File: config.mk
export PLATFORM = sky130hd
export DESIGN_NAME = eap_reduce
export DESIGN_NICKNAME = d
export VERILOG_FILES = /design/src/hdl/eap_pkg.sv /design/src/hdl/eap_reduce.sv
export SDC_FILE = /design/constraint.sdc
export NUM_CORES = 1
export LEC_CHECK = 0
export BUFFER_PORTS_ARGS = -buffer_cell sky130_fd_sc_hd__clkbuf_2
export CAP_MARGIN = 25
export CORE_MARGIN = 4
export CORE_UTILIZATION = 30
export DETAILED_ROUTE_END_ITERATION = 8
export PLACE_DENSITY = 0.51
export SETUP_SLACK_MARGIN = 0.5
export SYNTH_ARGS = -nofsm -noshare
export SYNTH_HDL_FRONTEND = slang
export SYNTH_SLANG_ARGS = --single-unit
File: constraint.sdc
create_clock -name clk -period 15.3 [get_ports clk]
set_input_delay 0.765 -clock clk [delete_from_list [all_inputs] [get_ports clk]]
set_output_delay 0.765 -clock clk [all_outputs]
set_load 0.01 [all_outputs]
File: src/hdl/eap_pkg.sv
// ----------------------------------------------------------------------------
// eap_pkg
// Shared types, constants and the arctangent table of the elliptic arc point
// generator.
// ----------------------------------------------------------------------------
package eap_pkg;

	localparam int CORDIC_STAGES_DEF = 16;
	localparam int CORDIC_STAGES_MAX = 30;

	// widths of internal quantities
	localparam int ANGLE_W = 26;   // radians * 2^16, signed
	localparam int Z_W     = 34;   // radians * 2^30, signed
	localparam int XY_W    = 34;   // CORDIC x/y, Q30 signed

	// angle constants
	localparam longint SPAN_TWO_PI = 411775;
	localparam longint Q30_TWO_PI  = 64'd6746518852;
	localparam longint Q30_PI      = 64'd3373259426;
	localparam longint Q30_HALF_PI = 64'd1686629713;
	localparam longint Q30_GAIN    = 652032874;

	// floor(v / 411775) as (v * RECIP_M) >> RECIP_SHIFT, good to within one
	localparam longint RECIP_M     = 10680704;
	localparam int     RECIP_SHIFT = 42;
	localparam longint DIFF_BIAS   = 41 * SPAN_TWO_PI;
	localparam longint ANGLE_TURNS = 23;
	localparam longint ANGLE_BIAS  = ANGLE_TURNS * SPAN_TWO_PI;

	// atan(2^-i) in Q30, rounded
	localparam logic [31:0] ATAN_Q30 [CORDIC_STAGES_MAX + 1] = '{
		32'd843314857, 32'd497837829, 32'd263043837, 32'd133525159, 32'd67021687,
		32'd33543516, 32'd16775851, 32'd8388437, 32'd4194283, 32'd2097149,
		32'd1048576, 32'd524288, 32'd262144, 32'd131072, 32'd65536,
		32'd32768, 32'd16384, 32'd8192, 32'd4096, 32'd2048,
		32'd1024, 32'd512, 32'd256, 32'd128, 32'd64,
		32'd32, 32'd16, 32'd8, 32'd4, 32'd2,
		32'd1
	};

	typedef enum logic [2:0] {
		REG_CENTER_X    = 3'd0,
		REG_CENTER_Y    = 3'd1,
		REG_RADIUS_X    = 3'd2,
		REG_RADIUS_Y    = 3'd3,
		REG_START_ANGLE = 3'd4,
		REG_END_ANGLE   = 3'd5,
		REG_CLOCKWISE   = 3'd6,
		REG_ROTATION    = 3'd7
	} reg_idx_t;

	typedef struct packed {
		logic signed [31:0] center_x;
		logic signed [31:0] center_y;
		logic        [30:0] radius_x;
		logic        [30:0] radius_y;
		logic signed [23:0] start_angle;
		logic signed [23:0] end_angle;
		logic               clockwise;
		logic signed [23:0] rotation;
	} arc_cfg_t;

endpackage

File: src/hdl/eap_reduce.sv
// ----------------------------------------------------------------------------
// eap_reduce
// Angle to Q30, reduced modulo 2pi and folded into [-pi/2, pi/2].
// Four pipeline stages.
// ----------------------------------------------------------------------------
module eap_reduce
	import eap_pkg::*;
(
	input  logic                      clk,
	input  logic                      en,
	input  logic signed [ANGLE_W-1:0] angle,
	output logic signed [Z_W-1:0]     z,
	output logic                      neg
);

	localparam logic signed [41:0] TP   = 42'(Q30_TWO_PI);
	localparam logic signed [Z_W-1:0] PI_Z   = Z_W'(Q30_PI);
	localparam logic signed [Z_W-1:0] TP_Z   = Z_W'(Q30_TWO_PI);
	localparam logic signed [Z_W-1:0] HALF_Z = Z_W'(Q30_HALF_PI);

	logic signed [ANGLE_W-1:0] angle_r1;
	logic [5:0]                q_r1;
	logic signed [41:0]        r_r2;
	logic signed [Z_W-1:0]     z_r3;
	logic signed [Z_W-1:0]     z_r4;
	logic                      neg_r4;

	logic signed [ANGLE_W-1:0] a_s;
	logic [48:0]               qprod;
	logic signed [41:0]        u;
	logic [38:0]               qt;
	logic signed [41:0]        rc;
	logic signed [Z_W-1:0]     w;
	logic                      wn;

	always_comb begin
		a_s   = angle + ANGLE_W'(ANGLE_BIAS);
		qprod = 49'(a_s[ANGLE_W-2:0]) * 49'(RECIP_M);
	end

	always_ff @(posedge clk) begin
		if (en) begin
			angle_r1 <= angle;
			q_r1     <= qprod[RECIP_SHIFT+5:RECIP_SHIFT];
		end
	end

	// estimate may be one turn off either way
	always_comb begin
		u  = (42'(angle_r1) <<< 14) + 42'(ANGLE_TURNS * Q30_TWO_PI);
		qt = 39'(q_r1) * 39'(Q30_TWO_PI);
	end

	always_ff @(posedge clk) begin
		if (en) begin
			r_r2 <= u - $signed({3'd0, qt});
		end
	end

	always_comb begin
		if (r_r2 < 0) begin
			rc = r_r2 + TP;
		end else if (r_r2 >= TP) begin
			rc = r_r2 - TP;
		end else begin
			rc = r_r2;
		end
	end

	always_ff @(posedge clk) begin
		if (en) begin
			z_r3 <= rc[Z_W-1:0];
		end
	end

	always_comb begin
		w  = (z_r3 > PI_Z) ? z_r3 - TP_Z : z_r3;
		wn = 1'b0;
		if (w > HALF_Z) begin
			w  = w - PI_Z;
			wn = 1'b1;
		end else if (w < -HALF_Z) begin
			w  = w + PI_Z;
			wn = 1'b1;
		end
	end

	always_ff @(posedge clk) begin
		if (en) begin
			z_r4   <= w;
			neg_r4 <= wn;
		end
	end

	assign z   = z_r4;
	assign neg = neg_r4;

endmodule

Yosys cells after proc, flatten, opt, wreduce, memory -nomap -nowiden:

Index checks and enable logic that the tools add are counted.

* bits in registers: 143
* bits in latches: 0
* RAM bits: 0
* bits in read-only memories: 0
* input bits: 28
* output and inout bits: 35
* logic and storage cells: 27
* memories kept: 0

* add/sub/neg operators: 8
* multipliers: 2
* div/mod/pow operators: 0
* $lt $le $gt $ge: 5
* equality and inequality tests: 0
* shifts and indexed selects: 0
* multiplexer cells: 6
* bitwise logic cells: 0
* reductions and logical operators: 0

Operators with widths (count)
* $mux W34: 5
* $sub A34 B34 Y34 const B: 2
* $ge A42 B34 Y1 const B: 1
* $lt A42 B1 Y1 const B: 1
* $sub A41 B40 Y42: 1
* $add A40 B39 Y41 const B: 1
* $mul A25 B17 Y41 const B: 1
* $mul A6 B31 Y37 const B: 1
* $add A34 B33 Y34 const B: 1
* $add A34 B34 Y34 const B: 1
* $gt A34 B32 Y1 const B: 1
* $gt A34 B33 Y1 const B: 1
* $lt A34 B32 Y1 const B: 1
* $sub A34 B33 Y34 const B: 1
* $add A25 B25 Y25 const B: 1
* $mux W1: 1

Depth between registers and ports, before layout:

* word-level depth: 5
* depth in mapped cells: 33
* mapped depth without buffers: 33

Least setup slack after synthesis:

No wires, ideal clock.

* path kind: in2reg
* start point: in angle[0]
* end point: reg q_r1[5], data pin
* library setup time: 260 ps
* arrival: 8190 ps
* required time: 15040 ps
* slack: 6850 ps
* stages on the path: 31
* buffers on the path: 0
* cell sequence: ha_1 -> a21oi_1 -> nor2b_1 -> o31a_1 -> or3_1 -> a41oi_1 -> nor2_1 -> xnor2_1 -> inv_1 -> xnor2_1 -> fa_1 -> inv_1 -> fa_1 -> fa_1 -> fa_1 -> inv_1 -> fa_1 -> inv_1 -> ha_1 -> a21o_1 -> a21o_1 -> a21oi_1 -> o221ai_1 -> a21o_1 -> a21oi_1 -> o21ai_0 -> o41ai_1 -> o21bai_1 -> a21o_1 -> a21oi_1 -> xnor2_1

* longest elaborated chain between the ends: 2

Ends and longest elaborated chain
* start, declared: line eap_reduce.sv:11 `input logic signed [ANGLE_W-1:0] angle,`
* $add A25 B25 Y25: line eap_reduce.sv:37 `a_s = angle + ANGLE_W'(ANGLE_BIAS);`
* $mul A25 B17 Y41: line eap_reduce.sv:38 `qprod = 49'(a_s[ANGLE_W-2:0]) * 49'(RECIP_M);`
* net qprod[47]: line eap_reduce.sv:29 `logic [48:0] qprod;`
* end signal, assigned: line eap_reduce.sv:44 `q_r1 <= qprod[RECIP_SHIFT+5:RECIP_SHIFT];`
* end, declared: line eap_reduce.sv:22 `logic [5:0] q_r1;`

The timed path passes the listed nets, and every way through them passes these cells.
A chain may end at the register's enable or synchronous reset.

Worst setup path after layout:

Same ends and word-level chain as after synthesis.

==> summary.md <==
| Metric | Value |
|---|---|
| Status | complete, no violations |
| Drt drc | 0 |
| CTS tree | done |
| Setup WS pre-CTS | 5.23 ns |
| Fillers | 7,012 |
| Synth Flop Type | edfxtp_1 |
| Relative slew slack | 29.6% |
| Die X | ~270 um |
| Vias in the first global route | 16,254 |
| Routed Antenna Nets | 0 |
| Layout Cells excl Fill | 3,132 |
| Final Cycle Share | around three fifths |
| GPL Wtd Cong | just over 0.9 |
| Total track usage | between 10 and 15% |
| CP arrival | a little under 10 ns |
| Number of synthesized flops with an enable pin | approximately 140 |
| First-pass GRT wire length | 87,300 um |
| RSZ-0062 raised after global routing | false |
| Netlist Area Pre-Place | approximately 21,000 sq um |
| Syn Inst Count | 2,204 |
| CP max-delay cell | o41ai_1 |
| Setup TNS | 0 ns |
| Final worst slack | between 5 and 6 ns |
| Mean Syn Cell Area | slightly above 9 sq um |
| CP Capture Type | flop |
| Register area | 4110 sq um |
| CP Max Fanout | 8 |
| Top cells by area, synth | edfxtp_1 (20%), fa_1 (18%), ha_1 (17%), inv_1 (7.4%), xnor2_1 (6.3%) |
| Number of max-cap violations | 0 |
| Yosys cell types | between 100 and 150 |
| CORE AREA | just under 70,000 sq um |
| Fraction of registers with async set or reset after synthesis | 0% |
| Multi-input logic area | between 10,000 and 15,000 sq um |
| Inst Count DP | 3,098 |
| Final hold vios | 0 |
| Avg WL per Cell | between 15 and 20 um |
| Crit-path leading delay family | compound AO/OA/AOI/OAI gates |
| Clock Latency Late Sink | 0.45 ns |
| CTS Hold Buffers Added | 0 |
| Hold Path Class | in -> reg |
| Final Hold Slack | 0.503 ns |
| Crit path buf inv count | 5 |
| Largest stage delay on the critical path | approximately 0.72 ns |
| First DRT Iteration DRCs | 764 |
| Syn_nets | around 2,700 |
| Total global routing overflow | 0 |
| Drt first pass iters | 7 |
| Commonest cells after routing, fill and taps aside | inv_1 (403), ha_1 (283), fa_1 (182) |
| Startpoint types | input pin |
| Placed wire-length estimate | roughly 45,000 um |
| FF+latch count, synth | about 140 |
| Setup CP Type | in -> reg |
| Clock buffer depth | 2 |
| I/O pin count | 63 |
| Post-synth top area share | 20.1% |
| Layout cells sized above 1 | 6.64% |
| Synthesis warning total | 0 |
| Fin. max-slew vios | 0 |
| Die height | about 270 um |
| Root buffer cell | clkbuf_16 |
| Clock skew | 0.0128 ns |
| H-tree depth | 4 |
| CTS clk-pin slew, worst paths | 0.07 ns |
| Antenna Diode Count | 0 |
| CTS Buf Count | 17 |
| Port-buffer cells | just over 60 |
| Postcts setup bufs | 0 |
| Syn-to-layout area delta | 9.00% |
| CTS resizes | 0 |
| Setup-failing EPs final | 0 |
| Average vias per placed instance | ~4.9 |
| Most common cell after layout, fill and taps aside | inv_1 |
| FMAX | around 110 MHz |
| Critical path required time | between 15 and 20 ns |
| Row count | 95 |
| Clk sinks | between 100 and 150 |
| Routed wire length | 52,900 um |
| Layout Nets | 2,739 |
| Most frequent CP cell | fa_1 |
| Min Tclk post-route | 9.43 ns |
| Post-synthesis sequential area ratio | between 20% and 30% |
| Pin count of the biggest net entering global routing | 76 |
| Largest area contributor in the netlist | edfxtp_1 |
| DIE AREA | a little over 70,000 sq um |
| Initial antenna violation count | 0 |
| Initial Utilization | a little under a third |
| Total number of vias | around 15,000 |
| Worst Tran Pin Value | 1.04 ns |
final cells by class:
type,count,area share (%)
timing repair buffer,75,1.88
multi-input combinational,1609,65.4
clock buffer,17,1.90
clock inverter,15,0.688
tap,873,4.89
sequential,137,18.4
inverter,406,6.82
synthesized netlist by cell type, types with 19 or more instances:
cell type,count
o21ai_0,69
o21bai_1,19
nand4_1,20
nor2_1,122
edfxtp_1,137
nand3_1,37
a21oi_1,104
a21o_1,44
a31oi_1,20
ha_1,283
fa_1,182
xnor2_1,147
and3_1,20
o21a_1,20
xor2_1,56
clkbuf_1,33
nand2_1,134
nor3_1,31
o211ai_1,33
inv_1,403
registers in the layout, summed over array words and instances (netlist names):
register,flops
r_r2,40
z,33
z_r3,32
q_r1,6
angle_r1,26
per-layer routing:
metal  global-route usage (%)  part of all wire (%)  vias to the layer above
li1                         -                     -                     7639
met1                     17.5                    42                     7390
met2                     28.1                    53                      249
met3                     1.82                   2.3                       71
met4                     3.98                   2.2                        0
met5                        0                     0                        -
through the flow:
step | utilization, % | area, sq um
CTS | 33.1 | 22300
global route | 33.1 | 22400
floorplan | - | 20500
detailed placement | 32.2 | 21800
global placement | 32.2 | 21700
finish | 33.1 | 22400
cells by family after synthesis:
logic type	share of synthesized area, %
buf+inv	8.63
other cells	0.0183
xor+xnor	8.67
flops	20.1
compound gates	15.9
fa+ha+maj	35.1
mux	0.305
simple gates	11.3
final timing paths:
| check | from | end | slack [ns] | cells after the start |
|---|---|---|---|---|
| min reg2reg | r_r2[13] | z_r3[13] | 0.66 | 1 |
| max reg2reg | q_r1[1] | r_r2[39] | 7.87 | 30 |
| min | angle[25] | angle_r1[25] | 0.50 | 1 |
| max | angle[0] | q_r1[5] | 5.87 | 31 |
Power is left out: the tool's default activity adds up to more than one toggle a clock period on the data nets, which glitch-free logic cannot reach.
