===== src/hdl/eap_pkg.sv =====
// ----------------------------------------------------------------------------
// eap_pkg
// Shared types, constants and the arctangent table of the elliptic arc point
// generator.
// ----------------------------------------------------------------------------
package eap_pkg;

	localparam int CORDIC_STAGES_DEF = 16;
	localparam int CORDIC_STAGES_MAX = 30;

	// widths of internal quantities
	localparam int ANGLE_W = 26;   // radians * 2^16, signed
	localparam int Z_W     = 34;   // radians * 2^30, signed
	localparam int XY_W    = 34;   // CORDIC x/y, Q30 signed

	// angle constants
	localparam longint SPAN_TWO_PI = 411775;
	localparam longint Q30_TWO_PI  = 64'd6746518852;
	localparam longint Q30_PI      = 64'd3373259426;
	localparam longint Q30_HALF_PI = 64'd1686629713;
	localparam longint Q30_GAIN    = 652032874;

	// floor(v / 411775) as (v * RECIP_M) >> RECIP_SHIFT, good to within one
	localparam longint RECIP_M     = 10680704;
	localparam int     RECIP_SHIFT = 42;
	localparam longint DIFF_BIAS   = 41 * SPAN_TWO_PI;
	localparam longint ANGLE_TURNS = 23;
	localparam longint ANGLE_BIAS  = ANGLE_TURNS * SPAN_TWO_PI;

	// atan(2^-i) in Q30, rounded
	localparam logic [31:0] ATAN_Q30 [CORDIC_STAGES_MAX + 1] = '{
		32'd843314857, 32'd497837829, 32'd263043837, 32'd133525159, 32'd67021687,
		32'd33543516, 32'd16775851, 32'd8388437, 32'd4194283, 32'd2097149,
		32'd1048576, 32'd524288, 32'd262144, 32'd131072, 32'd65536,
		32'd32768, 32'd16384, 32'd8192, 32'd4096, 32'd2048,
		32'd1024, 32'd512, 32'd256, 32'd128, 32'd64,
		32'd32, 32'd16, 32'd8, 32'd4, 32'd2,
		32'd1
	};

	typedef enum logic [2:0] {
		REG_CENTER_X    = 3'd0,
		REG_CENTER_Y    = 3'd1,
		REG_RADIUS_X    = 3'd2,
		REG_RADIUS_Y    = 3'd3,
		REG_START_ANGLE = 3'd4,
		REG_END_ANGLE   = 3'd5,
		REG_CLOCKWISE   = 3'd6,
		REG_ROTATION    = 3'd7
	} reg_idx_t;

	typedef struct packed {
		logic signed [31:0] center_x;
		logic signed [31:0] center_y;
		logic        [30:0] radius_x;
		logic        [30:0] radius_y;
		logic signed [23:0] start_angle;
		logic signed [23:0] end_angle;
		logic               clockwise;
		logic signed [23:0] rotation;
	} arc_cfg_t;

endpackage


===== src/hdl/eap_cordic.sv =====
// ----------------------------------------------------------------------------
// eap_cordic
// Rotation-mode CORDIC, one register stage per iteration.
// ----------------------------------------------------------------------------
module eap_cordic
	import eap_pkg::*;
#(
	parameter int CORDIC_STAGES = CORDIC_STAGES_DEF
) (
	input  logic                   clk,
	input  logic                   en,
	input  logic signed [Z_W-1:0]  z_in,
	input  logic                   neg_in,
	output logic signed [XY_W-1:0] cos_out,
	output logic signed [XY_W-1:0] sin_out,
	output logic                   neg_out
);

	logic signed [XY_W-1:0] x_s [CORDIC_STAGES];
	logic signed [XY_W-1:0] y_s [CORDIC_STAGES];
	logic signed [Z_W-1:0]  z_s [CORDIC_STAGES];
	logic                   n_s [CORDIC_STAGES];

	genvar i;
	generate
		for (i = 0; i < CORDIC_STAGES; i++) begin : g_stage
			logic signed [XY_W-1:0] xi, yi, xs, ys;
			logic signed [Z_W-1:0]  zi, at;
			logic                   ni;

			if (i == 0) begin : g_first
				assign xi = XY_W'(Q30_GAIN);
				assign yi = '0;
				assign zi = z_in;
				assign ni = neg_in;
			end else begin : g_next
				assign xi = x_s[i-1];
				assign yi = y_s[i-1];
				assign zi = z_s[i-1];
				assign ni = n_s[i-1];
			end

			assign xs = xi >>> i;
			assign ys = yi >>> i;
			assign at = $signed({2'b00, ATAN_Q30[i]});

			always_ff @(posedge clk) begin
				if (en) begin
					if (zi >= 0) begin
						x_s[i] <= xi - ys;
						y_s[i] <= yi + xs;
						z_s[i] <= zi - at;
					end else begin
						x_s[i] <= xi + ys;
						y_s[i] <= yi - xs;
						z_s[i] <= zi + at;
					end
					n_s[i] <= ni;
				end
			end
		end
	endgenerate

	assign cos_out = x_s[CORDIC_STAGES-1];
	assign sin_out = y_s[CORDIC_STAGES-1];
	assign neg_out = n_s[CORDIC_STAGES-1];

endmodule


===== config.mk =====
export PLATFORM = sky130hd
export DESIGN_NAME = eap_cordic
export DESIGN_NICKNAME = d
export VERILOG_FILES = /design/src/hdl/eap_pkg.sv /design/src/hdl/eap_cordic.sv
export SDC_FILE = /design/constraint.sdc
export NUM_CORES = 2
export LEC_CHECK = 0
export ABC_CLOCK_PERIOD_IN_PS = 6460
export BUFFER_PORTS_ARGS = -buffer_cell sky130_fd_sc_hd__buf_2
export CAP_MARGIN = 0
export CORE_AREA = 2 2 396 476
export DETAILED_ROUTE_END_ITERATION = 6
export DIE_AREA = 0 0 398 478
export PLACE_DENSITY_LB_ADDON = 0.05
export SYNTH_ARGS = -nofsm -noshare
export SYNTH_HDL_FRONTEND = slang
export SYNTH_SLANG_ARGS = --single-unit

===== constraint.sdc =====
create_clock -name clk -period 6.46 [get_ports clk]
set_input_delay 0.323 -clock clk [delete_from_list [all_inputs] [get_ports clk]]
set_output_delay 0.323 -clock clk [all_outputs]
set_load 0.1 [all_outputs]

# --- Yosys cells after proc, flatten, opt, wreduce, memory -nomap -nowiden ---
# Memory sizes are Yosys's and may differ from the RTL's.
# Cells that the tools add are included.
classes:
  add_sub_neg: 92
  order_cmp: 16
  n_bitwise: 48
  n_mux: 146
ops:
  columns: ["cell", "n"]
  rows:
  - ["$mux W34", 48]
  - ["$ge A34 B1 Y1 const B", 16]
  - ["$mux W1", 98]
  - ["$add A34 B19 Y34", 2]
  - ["$add A34 B20 Y34", 2]
  - ["$add A34 B21 Y34", 2]
  - ["$add A34 B22 Y34", 2]
  - ["$add A34 B22 Y34 const B", 2]
  - ["$add A34 B23 Y34", 2]
  - ["$add A34 B24 Y34", 2]
  - ["$add A34 B25 Y34", 2]
  - ["$add A34 B26 Y34", 2]
  - ["$add A34 B27 Y34", 2]
  - ["$add A34 B28 Y34", 2]
  - ["$add A34 B29 Y34", 2]
  - ["$add A34 B30 Y34", 2]
  - ["$add A34 B31 Y34", 2]
  - ["$add A34 B32 Y34", 2]
  - ["$add A34 B33 Y34", 2]
  - ["$sub A34 B19 Y34", 2]
  - ["$sub A34 B20 Y34", 2]
  - ["$sub A34 B21 Y34", 2]
  - ["$sub A34 B22 Y34", 2]
  - ["$sub A34 B22 Y34 const B", 2]
  - ["other kinds (40)", 98]
totals:
  n_memories: 4
  mem_bits_rw: 1648
  out_inout_bits: 69
  wordCells: 306
  register_bits: 0
memory_table:
  columns: ["memory", "words", "width", "read_ports", "rd_clocked_by_memory_dff", "wr", "line", "source"]
  rows:
  - ["x_s", 16, 34, 16, 0, 16, "eap_cordic.sv:19", "logic signed [XY_W-1:0] x_s [CORDIC_STAGES];"]
  - ["y_s", 16, 34, 16, 0, 16, "eap_cordic.sv:20", "logic signed [XY_W-1:0] y_s [CORDIC_STAGES];"]
  - ["z_s", 16, 34, 15, 0, 16, "eap_cordic.sv:21", "logic signed [Z_W-1:0] z_s [CORDIC_STAGES];"]
  - ["n_s", 16, 1, 16, 0, 16, "eap_cordic.sv:22", "logic n_s [CORDIC_STAGES];"]

# --- Depth between registers and ports, before layout ---
# An unclocked memory read counts as a cell.
depth:
  word_depth: 6
  depth_mapped: 23
  depth_no_buf: 22

# --- Least setup slack after synthesis ---
# OpenSTA, ideal clock, no wires.
synth_timing:
  path_type: "register to register"
  start: "memory z_s[5][33], in the netlist z_s[0][203]"
  end: "memory x_s[6][32], in the netlist x_s[0][236] (data pin)"
  arrival_ns: 5.382
  stages_incl_launch_ff: 20
  path_slack_ns: 0.798
  required_ns: 6.180
  setup_time_ns: 0.280
  path_cell_list: "edfxtp_1 -> clkbuf_1 -> nand2_1 -> clkbuf_1 -> buf_1 -> clkbuf_1 -> clkbuf_1 -> buf_1 -> o41ai_1 -> xnor2_1 -> ha_1 -> or4_1 -> o21ai_1 -> o21ai_1 -> a41o_1 -> o41ai_1 -> o2111ai_1 -> o311a_1 -> o41ai_2 -> o311ai_0"
synth_lines:
  columns: ["item", "line"]
  rows:
  - ["from (decl)", "eap_cordic.sv:21"]
  - ["to (decl)", "eap_cordic.sv:19"]

==> results.md <==
* Tightest Pin Transition at 1.226 ns
* Layout Skew at 0.03331 ns
* Share of post-route cells with drive strength above 1 at 4.501%
* Area Growth Syn to Fin at 6.530%
* Nets at 14354
* Max Clk Rate at 178.5 MHz
* Row cnt at 174
* Final min period at 5.603 ns
* Maxcap violations at 0
* Hpwl dp at 253.6 mm
* PortBufs at 105
* First-pass GRT wire length at 517.3 mm
* Core area at 186100 um^2
* Most frequent cells in the layout: 1408 x edfxtp_1, 1309 x a21oi_1, 1300 x xnor2_1
* Synth Net Count at 14405
* Antenna viol nets, final at 0
* Fill cell count at 14159
* Final WL at 326.1 mm
* # IOs at 106
* Synth warn at 0
* Num Clock Sinks at 1408
* Total GRT Usage at 33.49%
* Fin cells at 15685
* Worst Hold Class: in -> reg
* RD Place Congestion at 1.026
* Routed WL per cell at 20.79 um
* Drt pass-1 iters at 7
* Initial detailed-routing violation count at 8931
* Register area share after synthesis at 34.68%
* Post-CTS setup buffers at 0
* Max-slew violations at 0
* Type of origin of the critical path: register
* Final routed DRC violation total at 2
* Root Buffer Master: clkbuf_16
* Setup TNS at 0 ns
* Worst slew margin at 18.27%
* CTS H-tree lvls at 4
* Post-synthesis cell type count at 101
* Post-synth EDFFs at 1408
* Reg clk slew, reported paths at 0.06 ns
* CTS Buf Count at 151
* Post-synthesis async set-or-reset flop share at 0%
* Cells after synthesis at 13149
* Die Span X at 398 um
* CP Max Fanout at 5
* Mean post-synth cell area at 9.273 um^2
* Post-CTS sizing at 0
* Initial antenna violation count at 1
* Run status: finished with violations
* Cell Count Post-Placement at 15391
* Drt via density at 6.465
* Crit end category: register
* Routed vias at 101406
* Clock Latency Late Sink at 0.84 ns
* Die area at 190200 um^2
* RSZ-0062 raised after global routing: no
* Post-synth top flop: edfxtp_1
* Initial Util at 65.50%
* Die Ht at 478 um
* Final hold vios at 0
* Failing checks: DRC
* Final Setup Violations at 0
* Vias in the first global route at 98040
* Arr. time, crit path at 6.17 ns
* CP Class: reg -> reg
* TritonCTS clock tree: yes
* Period utilization at 86.73%
* Largest net degree at the start of global routing at 181
* Total gr overflow at 0
* Mapped cell area at 121900 um^2
* Max clock buf depth at 3
* CP required at 7.02 ns
* Yosys reg bits at 1408
* Commonest non-fill, non-tap cell in the layout: edfxtp_1
-- synthesized netlist by cell type, types with 63 or more instances --
| cell type | instances | area [um^2] |
|---|---|---|
| a211oi_1 | 113 | 848.3 |
| a21o_1 | 509 | 3821 |
| a21oi_1 | 1309 | 6551 |
| a31oi_1 | 142 | 888.4 |
| and2_1 | 74 | 462.9 |
| and3_1 | 120 | 750.7 |
| buf_1 | 82 | 307.8 |
| clkbuf_1 | 311 | 1167 |
| edfxtp_1 | 1408 | 42280 |
| ha_1 | 1183 | 14800 |
| inv_1 | 569 | 2136 |
| nand2_1 | 826 | 3100 |
| nand2b_1 | 207 | 1295 |
| nand3_1 | 254 | 1271 |
| nand4_1 | 88 | 550.5 |
| nor2_1 | 1002 | 3761 |
| nor2b_1 | 153 | 957.2 |
| nor3_1 | 300 | 1501 |
| nor4_1 | 92 | 575.6 |
| o211ai_1 | 63 | 473.0 |
| o21a_1 | 200 | 1501 |
| o21ai_0 | 804 | 4024 |
| o21bai_1 | 149 | 1119 |
| o31ai_1 | 141 | 1059 |
| o41ai_1 | 77 | 674.4 |
| or3_1 | 109 | 681.9 |
| xnor2_1 | 1300 | 11390 |
| xor2_1 | 613 | 5369 |
-- metal layers --
layer  share of wire (%)  track usage, %  vias to the layer above
li1                    -               -                    48563
met3                 5.3           4.075                      964
met5                   0               0                        -
met4                 5.7           17.69                        0
met2                  50           59.66                     3665
met1                  39           39.14                    48214
-- state kept, by name, summed over array words and instances, names as in the netlist --
| register | cells |
|---|---|
| n_s | 16 |
| y_s | 511 |
| x_s | 484 |
| z_s | 397 |
-- kinds of logic (layout without fill, tap and decap cells) --
kind of cell	Yosys count	in the layout	share of synthesized area, %
flops	1408	1408	34.68
fa+ha+maj	1238	1238	12.89
compound gates	4048	4048	21.09
mux	94	94	0.8076
buf+inv	977	1048	3.026
xor+xnor	1913	1913	13.74
simple gates	3471	3471	13.77
other cells	0	1	0
-- worst paths after layout --
| kind | from | to | slack, ns | cells after the start |
|---|---|---|---|---|
| worst max-delay path | x_s[0][246] | y_s[1][33] | 0.86 | 22 |
| worst min-delay path | z_in[8] | z_s[0][8] | 0.04 | 3 |
| worst max register to register | x_s[0][246] | y_s[1][33] | 0.86 | 22 |
| worst min register to register | z_s[1][50] | z_s[1][84] | 0.42 | 0 |
-- critical path, cell delays in order, from the launching register on --
cell and delay [ns]:
edfxtp_1 0.45, inv_1 0.09, ha_1 0.16, nand2b_1 0.10
nor4b_1 0.39, nand2_1 0.15, or4_1 0.49, nor4_1 0.39
inv_1 0.12, o21ai_0 0.21, xor2_1 0.20, ha_1 0.31
a21o_1 0.20, a21o_1 0.18, a21oi_1 0.15, o21bai_1 0.08
a21o_1 0.19, a21oi_1 0.13, a21boi_0 0.12, o41ai_1 0.71
o21ai_0 0.20, a21oi_1 0.22, xnor2_1 0.08
-- through the flow --
step                setup WS [ns]  area [um^2]  utilization (%)  hold slack [ns]
floorplan                  0.7980       121900                -           0.4003
global route               0.3545       129900            69.78          0.04345
CTS                        0.8439       129900            69.78        0.0007261
global placement           0.8913       124700            66.97           0.4010
finish                     0.8574       129900            69.78          0.04343
detailed placement         0.8486       124700            66.97           0.4045
-- area by class of cell --
cell class              instances  area (um^2)  share of cell area (%)
multi-input cells           10764        75980                   58.50
flip-flops and latches       1408        42280                   32.55
clock buffers                 174         3950                   3.041
well taps                    2464         3083                   2.374
inverters                     573         2151                   1.656
repair buffers                200         1336                   1.029
clock inverters               101         1101                  0.8477
diodes                          1        2.502                0.001927
-- timing repair --
item / CTS / global route
hold buffers: 18 / 0
endpoints found under the setup margin: 0 / 0
hold endpoints to repair: 44 / 0
Power is not shown: default switching activity piles up to over one toggle a cycle in this logic, so the estimate is an artifact.
