**config.mk**
```make
export PLATFORM = sky130hd
export DESIGN_NAME = eap_front
export DESIGN_NICKNAME = d
export VERILOG_FILES = /design/src/hdl/eap_pkg.sv /design/src/hdl/eap_front.sv
export SDC_FILE = /design/constraint.sdc
export NUM_CORES = 2
export LEC_CHECK = 0
export BUFFER_PORTS_ARGS = -buffer_cell sky130_fd_sc_hd__buf_2
export CORE_MARGIN = 1
export CORE_UTILIZATION = 55
export DETAILED_ROUTE_END_ITERATION = 6
export PLACE_DENSITY = 0.84
export REMOVE_ABC_BUFFERS = 1
export SETUP_SLACK_MARGIN = 0.4
export SLEW_MARGIN = 20
export SYNTH_ARGS = -nofsm -noshare
export SYNTH_HDL_FRONTEND = slang
export SYNTH_SLANG_ARGS = --single-unit
```
**constraint.sdc**
```tcl
create_clock -name clk -period 14.7 [get_ports clk]
set_input_delay 2.205 -clock clk [delete_from_list [all_inputs] [get_ports clk]]
set_output_delay 2.205 -clock clk [all_outputs]
set_load 0.02 [all_outputs]
```
**src/hdl/eap_pkg.sv**
```systemverilog
// ----------------------------------------------------------------------------
// eap_pkg
// Shared types, constants and the arctangent table of the elliptic arc point
// generator.
// ----------------------------------------------------------------------------
package eap_pkg;

	localparam int CORDIC_STAGES_DEF = 16;
	localparam int CORDIC_STAGES_MAX = 30;

	// widths of internal quantities
	localparam int ANGLE_W = 26;   // radians * 2^16, signed
	localparam int Z_W     = 34;   // radians * 2^30, signed
	localparam int XY_W    = 34;   // CORDIC x/y, Q30 signed

	// angle constants
	localparam longint SPAN_TWO_PI = 411775;
	localparam longint Q30_TWO_PI  = 64'd6746518852;
	localparam longint Q30_PI      = 64'd3373259426;
	localparam longint Q30_HALF_PI = 64'd1686629713;
	localparam longint Q30_GAIN    = 652032874;

	// floor(v / 411775) as (v * RECIP_M) >> RECIP_SHIFT, good to within one
	localparam longint RECIP_M     = 10680704;
	localparam int     RECIP_SHIFT = 42;
	localparam longint DIFF_BIAS   = 41 * SPAN_TWO_PI;
	localparam longint ANGLE_TURNS = 23;
	localparam longint ANGLE_BIAS  = ANGLE_TURNS * SPAN_TWO_PI;

	// atan(2^-i) in Q30, rounded
	localparam logic [31:0] ATAN_Q30 [CORDIC_STAGES_MAX + 1] = '{
		32'd843314857, 32'd497837829, 32'd263043837, 32'd133525159, 32'd67021687,
		32'd33543516, 32'd16775851, 32'd8388437, 32'd4194283, 32'd2097149,
		32'd1048576, 32'd524288, 32'd262144, 32'd131072, 32'd65536,
		32'd32768, 32'd16384, 32'd8192, 32'd4096, 32'd2048,
		32'd1024, 32'd512, 32'd256, 32'd128, 32'd64,
		32'd32, 32'd16, 32'd8, 32'd4, 32'd2,
		32'd1
	};

	typedef enum logic [2:0] {
		REG_CENTER_X    = 3'd0,
		REG_CENTER_Y    = 3'd1,
		REG_RADIUS_X    = 3'd2,
		REG_RADIUS_Y    = 3'd3,
		REG_START_ANGLE = 3'd4,
		REG_END_ANGLE   = 3'd5,
		REG_CLOCKWISE   = 3'd6,
		REG_ROTATION    = 3'd7
	} reg_idx_t;

	typedef struct packed {
		logic signed [31:0] center_x;
		logic signed [31:0] center_y;
		logic        [30:0] radius_x;
		logic        [30:0] radius_y;
		logic signed [23:0] start_angle;
		logic signed [23:0] end_angle;
		logic               clockwise;
		logic signed [23:0] rotation;
	} arc_cfg_t;

endpackage

```
**src/hdl/eap_front.sv**
```systemverilog
// ----------------------------------------------------------------------------
// eap_front
// Arc span reduction and curve angle, three pipeline stages.
// ----------------------------------------------------------------------------
module eap_front
	import eap_pkg::*;
(
	input  logic                      clk,
	input  logic                      en,
	input  logic [16:0]               param_t,
	input  arc_cfg_t                  cfg,
	output logic signed [ANGLE_W-1:0] angle
);

	localparam logic [18:0] TWO_PI_19 = 19'(SPAN_TWO_PI);

	logic [16:0]        t_s1, t_s2;
	logic [25:0]        ud_s1;
	logic [6:0]         qd_s1;
	logic               dz_s1;
	logic signed [19:0] span_s2;
	logic signed [ANGLE_W-1:0] angle_s3;

	logic signed [24:0] diff;
	logic [25:0]        ud;
	logic [49:0]        qprod;
	logic signed [26:0] rem;
	logic [18:0]        rem19;
	logic signed [19:0] span;
	logic signed [37:0] tprod;
	logic signed [37:0] tshift;

	always_comb begin
		diff  = 25'(cfg.end_angle) - 25'(cfg.start_angle);
		ud    = 26'($signed(diff) + 26'(DIFF_BIAS));
		qprod = 50'(ud) * 50'(RECIP_M);
	end

	always_ff @(posedge clk) begin
		if (en) begin
			t_s1  <= param_t;
			ud_s1 <= ud;
			qd_s1 <= qprod[RECIP_SHIFT+6:RECIP_SHIFT];
			dz_s1 <= (diff == '0);
		end
	end

	// remainder of the difference, then span in [-2pi, 2pi]
	always_comb begin
		rem = $signed({1'b0, ud_s1}) - $signed({1'b0, 26'(qd_s1) * 26'(TWO_PI_19)});
		if (rem < 0) begin
			rem = rem + 27'(SPAN_TWO_PI);
		end
		rem19 = rem[18:0];
		if (dz_s1) begin
			span = '0;
		end else begin
			span = (rem19 == '0) ? 20'(SPAN_TWO_PI) : $signed({1'b0, rem19});
			if (cfg.clockwise) begin
				span = (span == 20'(SPAN_TWO_PI)) ? -20'(SPAN_TWO_PI)
				                                  : span - 20'(SPAN_TWO_PI);
			end
		end
	end

	always_ff @(posedge clk) begin
		if (en) begin
			t_s2    <= t_s1;
			span_s2 <= span;
		end
	end

	always_comb begin
		tprod  = $signed({21'd0, t_s2}) * 38'(span_s2);
		tshift = (tprod + 38'sd32768) >>> 16;
	end

	always_ff @(posedge clk) begin
		if (en) begin
			angle_s3 <= ANGLE_W'(cfg.start_angle) + tshift[ANGLE_W-1:0];
		end
	end

	assign angle = angle_s3;

endmodule

```
Yosys cells after proc, flatten, opt, wreduce, memory -nomap -nowiden
Cells that the tools add are included.
{"block": "word_totals", "reg_bits": 114, "in_bits": 218, "output_inout_bits": 26, "word_cells": 25}
{"block": "op_classes", "addsub": 7, "multipliers": 3, "order_cmp": 1, "n_eq_ne": 1, "n_mux": 4, "reduce_logical": 2}
{"op": "26-bit by 17-bit multiplier with 42-bit output (second input constant)", "n": 1}
{"op": "20-bit two-way mux", "n": 2}
{"op": "38-bit by 17-bit adder with 38-bit output (second input constant)", "n": 1}
{"op": "18-bit by 20-bit multiplier with 38-bit output", "n": 1}
{"op": "19-bit two-way mux", "n": 2}
{"op": "27-bit by 1-bit < comparator with 1-bit output (second input constant)", "n": 1}
{"op": "26-bit by 26-bit subtractor with 27-bit output", "n": 1}
{"op": "25-bit by 26-bit adder with 26-bit output (second input constant)", "n": 1}
{"op": "7-bit by 19-bit multiplier with 26-bit output (second input constant)", "n": 1}
{"op": "24-bit by 22-bit adder with 25-bit output", "n": 1}
{"op": "25-bit logical NOT", "n": 1}
{"op": "24-bit by 24-bit subtractor with 25-bit output", "n": 1}
{"op": "19-bit by 19-bit subtractor with 20-bit output (second input constant)", "n": 1}
{"op": "19-bit by 18-bit adder with 19-bit output (second input constant)", "n": 1}
{"op": "19-bit == test (second input constant)", "n": 1}
{"op": "19-bit logical NOT", "n": 1}

Depth between registers and ports, before layout
{"block": "depth", "ltp_word": 9, "mapped_depth": 41, "ltp_nobuf": 41}

Worst setup path before layout
OpenSTA, ideal clock, no wires.
{"block": "synth_timing", "kind": "input -> register", "startpoint": "input port cfg[25] (netlist name)", "endpoint": "register qd_s1[6], data pin", "setup_ps": 264, "arrival_time_ps": 10895, "required_ps": 14436, "setup_slack_ps": 3541, "path_stages": 37, "n_path_buf": 0, "path_cell_list": "inv_1 -> ha_1 -> inv_1 -> fa_1 -> a21oi_1 -> o21ai_0 -> a21oi_1 -> a211oi_1 -> o41a_1 -> o32ai_1 -> o311ai_1 -> o21ai_0 -> a21boi_1 -> a21oi_1 -> nand3_1 -> xnor2_1 -> inv_1 -> fa_1 -> fa_1 -> inv_1 -> fa_1 -> inv_1 -> fa_1 -> inv_1 -> fa_1 -> inv_1 -> fa_1 -> inv_1 -> ha_1 -> and4_1 -> nand3_1 -> o41a_1 -> o31ai_1 -> o41ai_1 -> o21ba_2 -> xnor2_1 -> xnor2_1"}
{"block": "synth_between", "elab_chain_len": 3}
{"item": "from (decl)", "line_no": "eap_front.sv:11", "rtl": "input arc_cfg_t cfg,"}
{"item": "24-bit by 24-bit subtractor with 25-bit output", "line_no": "eap_front.sv:34", "rtl": "diff = 25'(cfg.end_angle) - 25'(cfg.start_angle);"}
{"item": "25-bit by 26-bit adder with 26-bit output", "line_no": "eap_front.sv:35", "rtl": "ud = 26'($signed(diff) + 26'(DIFF_BIAS));"}
{"item": "net ud[21]", "line_no": "eap_front.sv:25", "rtl": "logic [25:0] ud;"}
{"item": "26-bit by 17-bit multiplier with 42-bit output", "line_no": "eap_front.sv:36", "rtl": "qprod = 50'(ud) * 50'(RECIP_M);"}
{"item": "net qprod[48]", "line_no": "eap_front.sv:26", "rtl": "logic [49:0] qprod;"}
{"item": "to (signal assigned)", "line_no": "eap_front.sv:43", "rtl": "qd_s1 <= qprod[RECIP_SHIFT+6:RECIP_SHIFT];"}
{"item": "to (decl)", "line_no": "eap_front.sv:19", "rtl": "logic [6:0] qd_s1;"}
The timed path passes the listed nets, and every way through them passes these cells.
A chain may end at the register's enable or synchronous reset.

Worst setup path after layout
{"block": "layout_timing", "startpoint": "input port cfg[49] (netlist name)", "endpoint": "register qd_s1[6], data pin"}
The elaborated chain is that of the path after synthesis.

==> impl_results.md <==
* Count of port buffers added during placement at 93
* Cells resized by post-CTS repair at 0
* Clock sink count at 113
* Longest Clk Path Bufs at 2
* Core area at 55,090 um^2
* Width of the chip at 238.1 um
* Post-CTS Setup Repair Bufs at 0
* Crit path DAT at 12.57 ns
* Synthesized area at 30,660 um^2
* Clock Skew at 0.01800 ns
* Root buffer cell: sky130_fd_sc_hd__clkbuf_16
* Detailed placement HPWL at 59,090 um
* Clock buffers created by TritonCTS at 17
* H-tree lvl count at 4
* Row count at 86
* Clock insertion delay at the later pin of the skew report at 0.48 ns
* Start-to-end type of the worst setup path: in2reg
* Layout area overhead at 5.840%
* Max Freq at 80.90 MHz
* Clock-pin transition on the worst setup and hold timing paths at 0.07 ns
* Post-synthesis async set-or-reset flop share at 0
* Flops & latches, synth at 113
* Setup Viol. Count Final at 0
* Outcome: complete, no violations
* Average cell area after synthesis at 9.491 um^2
* Critical hold path startpoint: t_s1[15]
* Final Net Count at 4,463
* Effective utilization at floorplan at 0.5565
* Max-slew headroom at the worst pin at 0.2451
* Wire length of the first global-routing pass at 119,100 um
* Synth top area share at 0.3631
* Antenna violations before repair at 0
* Startpoint Class: input port
* CTS tree: built
* Fin Setup TNS at 0 ns
* DRT Wirelength at 71,670 um
* First-pass iteration count of the detailed router at 6
* Element type at the critical path end: register
* Register-to-register setup slack at 4.85 ns
* Post-detailed-route count of antenna-violating nets at 0
* RSZ-0062 raised after global routing: false
* Layout cell share with drive strength beyond 1 at 0.05854
* Number of maximum-capacitance violations at 0
* Via count of the first global-routing pass at 23,860
* Final Cycle Share at 0.8409
* Number of instances in the synthesized netlist at 3,230
* Crit Reg-Reg Startpoint: t_s2[8]
* WHS Path Cells at 0
* Via density at 5.519
* Number of unique standard cell types used by synthesis at 100
* Number of warnings printed during yosys synthesis at 0
* Via total after detailed routing at 22,320
* Crit path largest cell delay at 0.59 ns
* Maximum number of pins on one net before global-route repair at 72
* Register-to-Register Path Depth at 33
* Most used flip-flop cell after synthesis: sky130_fd_sc_hd__edfxtp_1
* Avg WL per Cell at 17.72 um
* Tightest Pin Transition at 1.128 ns
* Capturing point of the worst reg2reg path: angle[22]
* Max-slew violation total from the final report at 0
* GRT Residual Overflow at 0
* Die ar. at 56,690 um^2
* Sequential cell area fraction in the yosys report at 0.1107
* Number of buffers inserted by hold repair at cts at 0
* 1st-iter DRT viols at 1,428
* Critical Path Most Common Cell: sky130_fd_sc_hd__fa_1
* Number of diodes at 0
* Final GP Congestion at 0.9403
* Hold Path Class: reg2reg
* EDFF count, synth at 113
* Worst endpoint required time at 14.91 ns
* Top fanout value on the critical path at 7
* Crit path time final at 12.36 ns
* Total routing resource utilization after global routing at 0.2678
* CP max stage cell: sky130_fd_sc_hd__fa_1
* Count of unresolved DRC violations after routing at 0
* Hold violation count in the final report at 0
* Top cells by area, synth: sky130_fd_sc_hd__fa_1 36%, sky130_fd_sc_hd__ha_1 16%, sky130_fd_sc_hd__edfxtp_1 11%, sky130_fd_sc_hd__inv_1 10%, sky130_fd_sc_hd__nand2_1 3.2%
* Destination of the worst hold path: t_s2[15]
* Die height at 238.1 um
* Number of top-level design ports at 244
* Cell type contributing the most total cell area after synthesis: sky130_fd_sc_hd__fa_1
cell usage in the layout (no fill, tap or decap), types with 17 or more instances in the layout:
cell type,synthesis,layout
sky130_fd_sc_hd__a31oi_1,19,19
sky130_fd_sc_hd__nand2_1,262,262
sky130_fd_sc_hd__o21a_1,19,19
sky130_fd_sc_hd__a211oi_1,22,22
sky130_fd_sc_hd__a21oi_1,82,82
sky130_fd_sc_hd__o21ai_0,60,60
sky130_fd_sc_hd__and2_1,152,152
sky130_fd_sc_hd__nor3_1,46,46
sky130_fd_sc_hd__nor2b_1,18,18
sky130_fd_sc_hd__nor2_1,97,97
sky130_fd_sc_hd__a21o_1,45,45
sky130_fd_sc_hd__inv_1,839,839
sky130_fd_sc_hd__xor2_1,43,42
sky130_fd_sc_hd__xnor2_1,100,100
sky130_fd_sc_hd__clkbuf_16,0,17
sky130_fd_sc_hd__nand3_1,37,37
sky130_fd_sc_hd__fa_1,556,556
sky130_fd_sc_hd__edfxtp_1,113,113
sky130_fd_sc_hd__buf_2,3,92
sky130_fd_sc_hd__buf_4,2,17
sky130_fd_sc_hd__ha_1,404,404
registers in the layout (all words and copies together), names as in the netlist:
register / count
ud_s1: 26
angle: 25
span_s2: 20
t_s1: 17
t_s2: 17
qd_s1: 7
dz_s1: 1
stage by stage:
step           setup slack (ns)  hold slack [ns]  utilization  cell area (um^2)  cells
3_5_place_dp              1.878           0.4045       0.5785             31870   4014
3_3_place_gp              2.103           0.4016       0.5785             31870   4014
2_1_floorplan             3.541           0.4003            -             30350   3157
5_1_grt                   1.638           0.4268       0.5890             32450   4045
4_1_cts                   2.342           0.4016       0.5888             32440   4045
6_report                  2.339           0.4032       0.5890             32450   4045
worst max-delay path, delay by kind of cell:
family                     cells  cell delay [ns]
and+or+nand+nor                3             0.47
buffers and inverters          7             0.81
xor gates and xnor gates       4             1.01
adders and majority gates      9             3.99
AOI/OAI and AO/OA             17             4.05
per-layer routing:
layer	GRT usage	vias up	routed length [um]
li1	-	10230	-
met1	0.3263	10980	27510
met2	0.4624	870	35770
met4	0.1263	0	3487
met5	0	-	0
met3	0.04547	249	4900
area by class of cell:
type	instances	area [um^2]
Tap cell	748	935.9
Clock inverter	13	137.6
Multi-Input combinational cell	2203	23810
Clock buffer	18	429.2
Sequential cell	113	3393
Inverter	841	3157
Fill cell	4450	22650
Timing Repair Buffer	109	588.1
synthesized netlist by cell type (all sizes together), types with 10 or more instances:
| cell | count |
|---|---|
| ha | 404 |
| nor3 | 48 |
| o211ai | 14 |
| nand2 | 262 |
| o31ai | 10 |
| fa | 556 |
| o21bai | 14 |
| buf | 10 |
| a31oi | 23 |
| xor2 | 44 |
| nand2b | 15 |
| nor2b | 18 |
| and2 | 153 |
| o21a | 19 |
| clkbuf | 63 |
| nor2 | 100 |
| o21ai | 66 |
| nand3 | 39 |
| or3 | 15 |
| or2 | 11 |
| a211oi | 25 |
| xnor2 | 102 |
| inv | 839 |
| a21oi | 86 |
| edfxtp | 113 |
| and3 | 14 |
| a21o | 45 |
kinds of logic after synthesis:
family	synth area share
fa+ha+maj	0.5280
buf+inv	0.1130
simple gates	0.1166
compound gates	0.08669
xor+xnor	0.04245
flops	0.1107
mux	0.002653
how the worst max path moves through the flow:
stage / startpoint / to / slack [ns]
floorplan: cfg[25] / qd_s1[6] / 3.54
global route: cfg[49] / qd_s1[6] / 1.64
detailed placement: cfg[49] / qd_s1[6] / 1.88
finish: cfg[49] / qd_s1[6] / 2.34
global placement: cfg[49] / qd_s1[6] / 2.10
CTS: cfg[49] / qd_s1[6] / 2.34
Power is not shown: default switching activity piles up to over one toggle a cycle in this logic, so the estimate is an artifact.
